[config.mk]
export PLATFORM = sky130hd
export DESIGN_NAME = event_ring_dequeue_classifier
export DESIGN_NICKNAME = d
export VERILOG_FILES = /design/src/sv/erdc_pkg.sv /design/src/sv/erdc_classify.sv /design/src/sv/event_ring_dequeue_classifier.sv
export SDC_FILE = /design/constraint.sdc
export NUM_CORES = 1
export LEC_CHECK = 0
export ABC_AREA = 1
export BUFFER_PORTS_ARGS = -buffer_cell sky130_fd_sc_hd__buf_4
export CAP_MARGIN = 20
export CELL_PAD_IN_SITES_DETAIL_PLACEMENT = 1
export CELL_PAD_IN_SITES_GLOBAL_PLACEMENT = 2
export CORE_UTILIZATION = 30
export DETAILED_ROUTE_END_ITERATION = 8
export MAX_ROUTING_LAYER = met4
export PLACE_DENSITY = 0.87
export REMOVE_ABC_BUFFERS = 1
export SLEW_MARGIN = 20
export SYNTH_ARGS = -nofsm -noshare
export SYNTH_HDL_FRONTEND = slang
export SYNTH_SLANG_ARGS = --single-unit
[constraint.sdc]
create_clock -name clock -period 6.1 [get_ports clock]
set_clock_uncertainty 0.2 [all_clocks]
set_input_delay 1.22 -clock clock [delete_from_list [all_inputs] [get_ports clock]]
set_output_delay 1.22 -clock clock [all_outputs]
set_load 0.05 [all_outputs]
[src/sv/erdc_pkg.sv]
`timescale 1ns / 1ps
// ----------------------------------------------------------------------------
// erdc_pkg
// Shared types and constants for the event ring dequeue classifier.
// ----------------------------------------------------------------------------
package erdc_pkg;

   // ring geometry limits
   localparam int unsigned MaxSegments          = 8;
   localparam int unsigned MaxEntriesPerSegment = 256;

   // event type codes
   localparam logic [5:0] TypeTransfer   = 6'd32;
   localparam logic [5:0] TypeCmdDone    = 6'd33;
   localparam logic [5:0] TypePortChange = 6'd34;
   localparam logic [5:0] TypeUnimplLo   = 6'd35;
   localparam logic [5:0] TypeUnimplHi   = 6'd39;

   localparam logic [7:0] CcSuccess = 8'd1;

   // configuration register indexes
   localparam logic [1:0] CsrEntriesPerSegment = 2'd0;
   localparam logic [1:0] CsrSegmentCount      = 2'd1;
   localparam logic [1:0] CsrPortCount         = 2'd2;

   typedef enum logic [2:0] {
      CLASS_NONE        = 3'd0,
      CLASS_PORT_CHANGE = 3'd1,
      CLASS_CMD_DONE    = 3'd2,
      CLASS_TRANSFER    = 3'd3,
      CLASS_UNIMPL      = 3'd4,
      CLASS_INVALID     = 3'd5
   } event_class_type;

   typedef enum logic [1:0] {
      OUTCOME_OK      = 2'd0,
      OUTCOME_INVALID = 2'd1,
      OUTCOME_UNIMPL  = 2'd2
   } outcome_type;

   // decoded view of one consumed entry
   typedef struct packed {
      event_class_type event_class;
      outcome_type     outcome;
      logic [7:0]      completion_code;
      logic [5:0]      event_type;
      logic [7:0]      port_index;
      logic [7:0]      slot_number;
   } entry_info_type;

endpackage

[src/sv/erdc_classify.sv]
`timescale 1ns / 1ps
// ----------------------------------------------------------------------------
// erdc_classify
// Decodes one event entry into class, outcome and the reported id fields.
// ----------------------------------------------------------------------------
module erdc_classify (
   input  logic [31:0]             param_low,
   input  logic [31:0]             status_word,
   input  logic [31:0]             control_word,
   input  logic [7:0]              port_count,
   output erdc_pkg::entry_info_type info
);
   import erdc_pkg::*;

   logic [7:0] cc;
   logic [5:0] ev_type;
   logic [7:0] port_idx;
   logic [7:0] slot;

   assign cc       = status_word[31:24];
   assign ev_type  = control_word[15:10];
   // port numbers are one-based, wraps on zero
   assign port_idx = param_low[31:24] - 8'd1;
   assign slot     = control_word[31:24];

   always_comb begin
      info                 = '0;
      info.completion_code = cc;
      info.event_type      = ev_type;
      if (ev_type == TypePortChange) begin
         info.event_class = CLASS_PORT_CHANGE;
         info.port_index  = port_idx;
         info.outcome     = (cc != CcSuccess || port_idx >= port_count)
                            ? OUTCOME_INVALID : OUTCOME_OK;
      end else if (ev_type == TypeCmdDone) begin
         info.event_class = CLASS_CMD_DONE;
         info.outcome     = OUTCOME_OK;
      end else if (ev_type == TypeTransfer) begin
         info.event_class = CLASS_TRANSFER;
         info.slot_number = slot;
         // slot zero names no device
         info.outcome     = (slot == 8'd0) ? OUTCOME_INVALID : OUTCOME_OK;
      end else if (ev_type >= TypeUnimplLo && ev_type <= TypeUnimplHi) begin
         info.event_class = CLASS_UNIMPL;
         info.outcome     = OUTCOME_UNIMPL;
      end else begin
         info.event_class = CLASS_INVALID;
         info.outcome     = OUTCOME_INVALID;
      end
   end

endmodule

[src/sv/event_ring_dequeue_classifier.sv]
`timescale 1ns / 1ps
// ----------------------------------------------------------------------------
// event_ring_dequeue_classifier
// Consumes event ring entries whose cycle bit matches, classifies them and
// advances the dequeue position; flags a pointer write-back at run end.
// ----------------------------------------------------------------------------
//  channel | direction | handshake          | payload
//  req     | in        | req_valid/stall    | param_low, status_word, control_word
//  rsp     | out       | rsp_valid/stall    | consumed .. write_back, one per req
//  csr     | in        | csr_write          | csr_index, csr_wdata (9 bits)
//
//  response beat registered from the request beat, one beat accepted per cycle while req_stall is low
//  the response is held in the single output register behind the decode logic
//  req_stall is high only while a response beat is held and rsp_stall is high
//  reset clears position to segment 0 index 0, cycle state 1, no output beat
//  registers reset to 256 entries, 1 segment, 0 ports
// ----------------------------------------------------------------------------
module event_ring_dequeue_classifier (
   input  logic        clock,
   input  logic        reset,
   input  logic        req_valid,
   output logic        req_stall,
   input  logic [31:0] req_param_low,
   input  logic [31:0] req_status_word,
   input  logic [31:0] req_control_word,
   output logic        rsp_valid,
   input  logic        rsp_stall,
   output logic        rsp_consumed,
   output logic [2:0]  rsp_event_class,
   output logic [1:0]  rsp_outcome,
   output logic [7:0]  rsp_completion_code,
   output logic [5:0]  rsp_event_type,
   output logic [7:0]  rsp_port_index,
   output logic [7:0]  rsp_slot_number,
   output logic [2:0]  rsp_next_segment,
   output logic [7:0]  rsp_next_index,
   output logic        rsp_write_back,
   input  logic        csr_write,
   input  logic [1:0]  csr_index,
   input  logic [8:0]  csr_wdata
);
   import erdc_pkg::*;

   localparam int unsigned EntryLimit =
      (MaxEntriesPerSegment > 256) ? 256 : MaxEntriesPerSegment;
   localparam logic [8:0] EntryLimitW = 9'(EntryLimit);
   localparam logic [3:0] SegLimitW   = 4'(MaxSegments);

   // configuration
   logic [8:0] entries_ff;
   logic [3:0] segments_ff;
   logic [7:0] ports_ff;

   // dequeue state
   logic [2:0] deq_segment_ff, deq_segment_in;
   logic [7:0] deq_index_ff, deq_index_in;
   logic       cycle_ff, cycle_in;
   logic       any_consumed_ff, any_consumed_in;

   // output register
   logic           rsp_valid_ff;
   logic           consumed_ff;
   entry_info_type info_ff;
   logic [2:0]     next_segment_ff;
   logic [7:0]     next_index_ff;
   logic           write_back_ff;

   logic           accept;
   logic           match;
   entry_info_type info;
   logic [8:0]     eff_entries;
   logic [3:0]     eff_segments;
   logic [8:0]     idx_inc;
   logic [3:0]     seg_inc;

   erdc_classify u_classify (
      .param_low    (req_param_low),
      .status_word  (req_status_word),
      .control_word (req_control_word),
      .port_count   (ports_ff),
      .info         (info)
   );

   assign req_stall = rsp_valid_ff && rsp_stall;
   assign accept    = req_valid && !req_stall;
   assign match     = (req_control_word[0] == cycle_ff);

   always_comb begin
      eff_entries = entries_ff;
      if (eff_entries == 9'd0) eff_entries = 9'd1;
      if (eff_entries > EntryLimitW) eff_entries = EntryLimitW;
      eff_segments = segments_ff;
      if (eff_segments == 4'd0) eff_segments = 4'd1;
      if (eff_segments > SegLimitW) eff_segments = SegLimitW;
   end

   assign idx_inc = {1'b0, deq_index_ff} + 9'd1;
   assign seg_inc = {1'b0, deq_segment_ff} + 4'd1;

   always_comb begin
      deq_index_in    = deq_index_ff;
      deq_segment_in  = deq_segment_ff;
      cycle_in        = cycle_ff;
      any_consumed_in = any_consumed_ff;
      if (match) begin
         any_consumed_in = 1'b1;
         // end tests use >= so a lowered bound wraps at once
         if (idx_inc >= eff_entries) begin
            deq_index_in = 8'd0;
            if (seg_inc >= eff_segments) begin
               deq_segment_in = 3'd0;
               cycle_in       = ~cycle_ff;
            end else begin
               deq_segment_in = seg_inc[2:0];
            end
         end else begin
            deq_index_in = idx_inc[7:0];
         end
      end else begin
         any_consumed_in = 1'b0;
      end
   end

   always_ff @(posedge clock) begin
      if (reset) begin
         entries_ff      <= 9'd256;
         segments_ff     <= 4'd1;
         ports_ff        <= 8'd0;
         deq_segment_ff  <= 3'd0;
         deq_index_ff    <= 8'd0;
         cycle_ff        <= 1'b1;
         any_consumed_ff <= 1'b0;
         rsp_valid_ff    <= 1'b0;
      end else begin
         if (csr_write) begin
            case (csr_index)
               CsrEntriesPerSegment: entries_ff  <= csr_wdata;
               CsrSegmentCount:      segments_ff <= csr_wdata[3:0];
               CsrPortCount:         ports_ff    <= csr_wdata[7:0];
               default: ;
            endcase
         end
         if (accept) begin
            deq_segment_ff  <= deq_segment_in;
            deq_index_ff    <= deq_index_in;
            cycle_ff        <= cycle_in;
            any_consumed_ff <= any_consumed_in;
            rsp_valid_ff    <= 1'b1;
         end else if (!rsp_stall) begin
            rsp_valid_ff <= 1'b0;
         end
      end
   end

   // response payload, loaded with each accepted beat
   always_ff @(posedge clock) begin
      if (accept) begin
         consumed_ff     <= match;
         info_ff         <= match ? info : '0;
         next_segment_ff <= deq_segment_in;
         next_index_ff   <= deq_index_in;
         write_back_ff   <= !match && any_consumed_ff;
      end
   end

   assign rsp_valid           = rsp_valid_ff;
   assign rsp_consumed        = consumed_ff;
   assign rsp_event_class     = info_ff.event_class;
   assign rsp_outcome         = info_ff.outcome;
   assign rsp_completion_code = info_ff.completion_code;
   assign rsp_event_type      = info_ff.event_type;
   assign rsp_port_index      = info_ff.port_index;
   assign rsp_slot_number     = info_ff.slot_number;
   assign rsp_next_segment    = next_segment_ff;
   assign rsp_next_index      = next_index_ff;
   assign rsp_write_back      = write_back_ff;

   a_wb_not_consumed: assert property (@(posedge clock) disable iff (reset)
      rsp_valid_ff |-> !(write_back_ff && consumed_ff))
      else $error("write-back flagged on a consumed entry");

   a_idle_fields_zero: assert property (@(posedge clock) disable iff (reset)
      rsp_valid_ff && !consumed_ff |->
         info_ff.event_class == CLASS_NONE && info_ff.outcome == OUTCOME_OK)
      else $error("unconsumed entry reported with a class");

   a_miss_holds_pos: assert property (@(posedge clock) disable iff (reset)
      accept && !match |=> $stable(deq_index_ff) && $stable(deq_segment_ff)
         && $stable(cycle_ff) && !any_consumed_ff)
      else $error("dequeue position moved on a cycle bit mismatch");

   a_hit_sets_run: assert property (@(posedge clock) disable iff (reset)
      accept && match |=> any_consumed_ff && rsp_valid_ff && consumed_ff)
      else $error("consumed entry not recorded");

endmodule
Word-level counts from Yosys, hierarchy flattened --
Cells that the tools add are included.
Operators by class: add/subtract/negate cells 3, multipliers 0, div/mod/pow operators 0, magnitude comparators 7, equal/unequal tests 8, shift operators 0, muxes and demuxes 18, bitwise logic cells 3, reductions and logical operators 19
Operator list (count):
- $eq 6x6->1 const B | 3
- $mux 9 | 2
- $mux 4 | 4
- $mux 8 | 2
- $mux 3 | 5
- $add 8x1->9 const B | 1
- $ge 9x9->1 | 1
- $gt 9x9->1 const B | 1
- $logic_not 9->1 | 1
- $ge 8x8->1 | 1
- $logic_not 8->1 | 1
- $ne 8x1->1 const B | 1
- $reduce_and 2->1 | 4
- $reduce_or 4->1 | 2
- $sub 8x1->8 const B | 1
- $ge 6x6->1 const B | 1
- $le 6x6->1 const B | 1
- $mux 1 | 5
- $add 3x1->4 const B | 1
- $ge 4x4->1 | 1
- $gt 4x4->1 const B | 1
- $logic_and 1x1->1 | 4
- $logic_not 4->1 | 1
- $reduce_and 4->1 | 1
- 9 further kinds | 12
Storage, ports and cells: bits in registers 83, latch bits 0, bits in writable memories 0, memory bits (read-only) 0, bits of input ports 112, output and inout bits 50, word-level logic and storage cells 78, memories 0

Logic depth before layout (Yosys ltp) --
depth in word-level cells 8, mapped depth 17, depth with buffers taken out 17

Cells and area by module --
A second synthesis with hierarchy kept.
Unflattened totals: cells, all modules 584, area total of the unflattened synthesis 4645.7 um^2
By module, submodules not included:
- event_ring_dequeue_classifier | instances 1, cells an instance 423, area an instance 3808.7 um^2, sequential area each 2142.1 um^2
- erdc_classify | instances 1, cells an instance 161, area an instance 837.1 um^2, sequential area each 0.0 um^2

Worst setup path before layout --
No wires, ideal clock.
kind in2reg, start in rsp_stall, end reg cycle_ff, data arrival time 2838 ps, required time 5773 ps, setup slack 2935 ps, stages 8, path buffers 0, cell sequence nand2_1 inv_2 nor2_4 inv_2 nor2_8 nand3_1 nand2_1 nand3_1
Between the ends: longest elaborated chain between the ends 4
Ends and longest elaborated chain:
- start, declared | RTL line event_ring_dequeue_classifier.sv:27 | input logic rsp_stall,
- $logic_and 1x1->1 | RTL line event_ring_dequeue_classifier.sv:84 | assign req_stall = rsp_valid_ff && rsp_stall;
- via req_stall | RTL line event_ring_dequeue_classifier.sv:22 | output logic req_stall,
- $logic_not 1->1 | RTL line event_ring_dequeue_classifier.sv:85 | assign accept = req_valid && !req_stall;
- $logic_and 1x1->1 | RTL line event_ring_dequeue_classifier.sv:85
- via accept | RTL line event_ring_dequeue_classifier.sv:68 | logic accept;
- $reduce_and 4->1 (no source line)
- end signal, assigned | RTL line event_ring_dequeue_classifier.sv:146 | cycle_ff <= cycle_in;
- end, declared | RTL line event_ring_dequeue_classifier.sv:57 | logic cycle_ff, cycle_in;
The timed path passes the listed nets, and every way through them passes these cells. A chain may end at the register's enable or synchronous reset.

Worst setup path in the final report --
start in req_param_low[25], end reg info_ff, in the netlist rsp_outcome[0], data pin
Between the ends: longest elaborated chain between the ends 5
Ends and longest elaborated chain:
- start, declared | RTL line event_ring_dequeue_classifier.sv:23 | input logic [31:0] req_param_low,
- $sub 8x1->8 | RTL line erdc_classify.sv:23 | assign port_idx = param_low[31:24] - 8'd1;
- via u_classify.port_idx[7] | RTL line erdc_classify.sv:17 | logic [7:0] port_idx;
- $ge 8x8->1 | RTL line erdc_classify.sv:33 | info.outcome = (cc != CcSuccess || port_idx >= port_count)
- $logic_or 1x1->1 | RTL line erdc_classify.sv:33
- $mux 1 | RTL line erdc_classify.sv:34 | ? OUTCOME_INVALID : OUTCOME_OK;
- $mux 3 | RTL line erdc_classify.sv:30 | if (ev_type == TypePortChange) begin
- end signal, assigned | RTL line event_ring_dequeue_classifier.sv:159 | info_ff <= match ? info : '0;
- end, declared | RTL line event_ring_dequeue_classifier.sv:63 | entry_info_type info_ff;
The timed path passes the listed nets, and every way through them passes these cells.

==> impl_metrics.yaml <==
drt:
  finalWirelength_mm: 11.08
  antenna_left: 0
  route.vias.total: 3664
  remaining_drc_errors: 0
  avgRoutedWirePerCell_um: 14.04
  via_per_inst: 4.644
  firstDrtPassIters: 4
  initialDrtViolationCount: 203
clocking:
  post-cts-setup-buffers: 0
  cts_tree: "yes"
  clkSinkCount: 83
  clk_pin_slew_ns: 0.07
  cts_htree_levels: 3
  clock_latency_ns: 0.34
  cts_made_buffers: 9
  cts-resized-gates: 0
  clockBufferDepth: 2
  hold_buffers: 0
  root_buffer: "clkbuf_16"
grt:
  gr-usage-all-layers: 0.1571
  grt_max_degree: 55
  grt_pass1_vias: 3802
  grt_overflow: 0
  grt_pass1_wl_mm: 17.89
  antenna_found_initial: 0
timing:
  rsz0062_at_grt: "false"
  setup_viol_count_final: 0
  finalCriticalPeriod_ns: 3.254
  finalCritPeriodShare: 0.5334
  finalHoldViolCount: 0
  slew_violations: 0
  relSlewSlack: 0.5355
  max_slew.worst_pin.slew_ns: 0.6967
  fin_setup_tns_ns: 0
  fmax_mhz: 307.3
critical_path:
  path_cells: "buf_4, nor3_2, nand4_1, nor2_1, xnor2_1, inv_1, ha_1, nand2_1, nor2_1, a211oi_1, nand4_1, nand3_1, nand2_1"
  crit_buf_inv: 2
  critPathCapture: "rsp_outcome[0]"
  cp_top_family: "simple AND/OR/NAND/NOR gates"
  path_depth: 13
  crit_slowest_cell: "ha_1"
  r2r_end: "rsp_next_segment[1]"
  required_ns: 6.00
  start_kind: "input pin"
  arrival_ns: 3.15
  path_max_fanout: 3
  slowest_delay_ns: 0.29
  setup.worst_path.start: "req_param_low[25]"
  r2r_start: "deq_index_ff[0]"
  crit_type: "in2reg"
  ff2ff_path_depth: 14
  endpoint_kind: "register"
  rrSetupSlack_ns: 3.20
cells_and_area:
  antennaDiodeCount: 0
  stdcell_count: 789
  layout_commonest_cell: "buf_4"
  syn2layout_area_growth_pct: 27.81
  finish.net_count: 740
  layout_common_cells: "97 x buf_4, 89 x nor2_1, 76 x inv_1"
  n_fill_cell: 1659
  drive_gt1_frac: 0.2447
pwr:
  p_leak_nw: 2.561
  p_comb_frac: 0.180
  power_w: 0.001453
  ir_drop_mv: 0.1239
  pwr-share-seq: 0.438
  swShare: 0.2928
  power.share.clock: 0.382
  internal_power_w: 0.001028
  p_switching_w: 0.0004254
  power_density_mw_per_mm2: 261.6
synthesis:
  ys_ff_latch: 83
  avgSynthCellArea_um2: 8.605
  synth_cell_types: 41
  synth.area.mux_share: 0
  synth-simple-area-share: 0.2577
  synth-xor-area-share: 0.01209
  ys_seq_area_frac: 0.4929
  netlist_area_mm2: 0.004345
  yosysWarnings: 0
  synth_cells: 505
  synth_compound_area_frac: 0.08062
  synthAdderAreaFrac: 0.06910
  synth_top_family_by_area: "simple AND/OR/NAND/NOR gates"
min_path:
  worstHoldPathType: "reg2reg"
die:
  pin_count: 162
  dieArea_mm2: 0.01497
  start_util: 0.3106
  rows: 43
  coreArea_mm2: 0.01399
  die_h_um: 122.4
  die_w_um: 122.4
run:
  drv_cap: 0
placement:
  dp_hpwl_mm: 8.266
  gp_congestion: 0.7785
  port_buffers: 96
  dp_cells: 773
run_status:
  status: "finished, final reports clean"
==> routing by layer <==
metal / track usage / part of all wire / wire length [µm] / vias up
met2: 0.2686 / 0.51 / 5657 / 57
met1: 0.1859 / 0.44 / 4883 / 1744
met5: - / 0 / 0 / -
li1: - / - / - / 1851
met3: 0.01812 / 0.029 / 326 / 12
met4: 0.06784 / 0.019 / 208 / 0
==> kinds of logic after synthesis <==
family / count (synthesis)
buffers and inverters: 96
DFF: 83
and+or+nand+nor: 232
AOI/OAI and AO/OA: 64
adders and majority gates: 24
xor gates and xnor gates: 6
==> cell usage after synthesis <==
cell | count | share of area
a21o_1 | 1 | 0.0017
nor2_4 | 1 | 0.0026
buf_8 | 1 | 0.0035
nor2_2 | 3 | 0.0043
nand2_8 | 1 | 0.0046
a21oi_2 | 4 | 0.0081
inv_2 | 10 | 0.0086
nor3_2 | 1 | 0.0023
inv_4 | 1 | 0.0014
buf_4 | 1 | 0.0017
nor4_1 | 2 | 0.0029
a21oi_1 | 22 | 0.025
nor3b_1 | 1 | 0.0017
nor2_8 | 2 | 0.0092
nand3_2 | 2 | 0.0046
dfxtp_1 | 35 | 0.16
o21ai_0 | 26 | 0.030
nand2_2 | 1 | 0.0014
nand2_4 | 3 | 0.0078
clkbuf_1 | 5 | 0.0043
buf_2 | 2 | 0.0023
nand4_1 | 16 | 0.023
ha_1 | 24 | 0.069
xor2_1 | 4 | 0.0081
or2_4 | 1 | 0.0020
nand4_2 | 1 | 0.0029
o211ai_1 | 2 | 0.0035
inv_1 | 76 | 0.066
nand2_1 | 75 | 0.065
nor3_1 | 4 | 0.0046
edfxtp_1 | 48 | 0.33
nor3b_2 | 1 | 0.0029
nor3_4 | 1 | 0.0037
nor4_4 | 1 | 0.0049
xnor2_1 | 2 | 0.0040
o31ai_1 | 1 | 0.0017
or2_2 | 2 | 0.0029
nor2_1 | 89 | 0.077
o21ai_1 | 6 | 0.0069
nand3_1 | 24 | 0.028
a211oi_1 | 2 | 0.0035
==> worst register-to-register path, stage by stage, from the launching register on <==
cell,delay [ns]
dfxtp_1,0.48
ha_1,0.24
nand3_1,0.16
nor2_1,0.22
nand3_1,0.13
nand2_1,0.10
inv_2,0.05
ha_1,0.33
nand2_1,0.09
nor2_2,0.19
nand2_4,0.14
nand2_4,0.12
nand2_2,0.07
nand2_1,0.08
nand2_1,0.06
==> cell type report <==
type / instances / area [µm²] / area share
Inverter: 87 / 329.1 / 0.05925
Tap cell: 180 / 225.2 / 0.04055
Timing Repair Buffer: 97 / 728.2 / 0.1311
Clock inverter: 7 / 76.32 / 0.01374
Clock buffer: 9 / 225.2 / 0.04055
Sequential cell: 83 / 2142 / 0.3857
Multi-Input combinational cell: 326 / 1828 / 0.3291
==> sequential cells by signal, summed over array words and instances (netlist names) <==
name and cells:
segments_ff 4, rsp_slot_number 8, ports_ff 8, deq_segment_ff 3, rsp_outcome 2, rsp_valid 1, rsp_event_type 6, rsp_next_index 8
rsp_consumed 1, rsp_write_back 1, deq_index_ff 8, rsp_port_index 8, cycle_ff 1, entries_ff 9, rsp_completion_code 8, rsp_next_segment 3
rsp_event_class 3, any_consumed_ff 1
==> per-stage QoR <==
step	util	worst slack (ns)	hold WS, ns	area, µm²
2_1_floorplan	-	2.793	0.2289	4294
3_3_place_gp	0.3751	2.528	0.2486	5248
3_5_place_dp	0.3751	2.456	0.2560	5248
4_1_cts	0.3967	2.799	0.2693	5549
5_1_grt	0.3970	2.623	0.2769	5554
6_report	0.3970	2.846	0.2687	5554
==> power groups by stage <==
stage               Sequential (W)  Combinational [W]  Clock [W]
global placement          0.000648           0.000252          0
detailed placement        0.000649           0.000262          0
global route              0.000640           0.000288   0.000582
CTS                       0.000637           0.000264   0.000567
floorplan                 0.000713           0.000104          0
finish                    0.000637           0.000261   0.000555
==> worst min path at each step <==
stage                    start               to  slack (ns)  depth (start not counted)
2_1_floorplan      ports_ff[0]      ports_ff[0]        0.23                          2
3_3_place_gp    segments_ff[0]   segments_ff[0]        0.25                          2
3_5_place_dp    segments_ff[0]   segments_ff[0]        0.26                          2
4_1_cts            ports_ff[5]      ports_ff[5]        0.27                          2
5_1_grt        any_consumed_ff  any_consumed_ff        0.28                          2
6_report           ports_ff[2]      ports_ff[2]        0.27                          2
No activity file was read; power rests on OpenSTA's default activity.
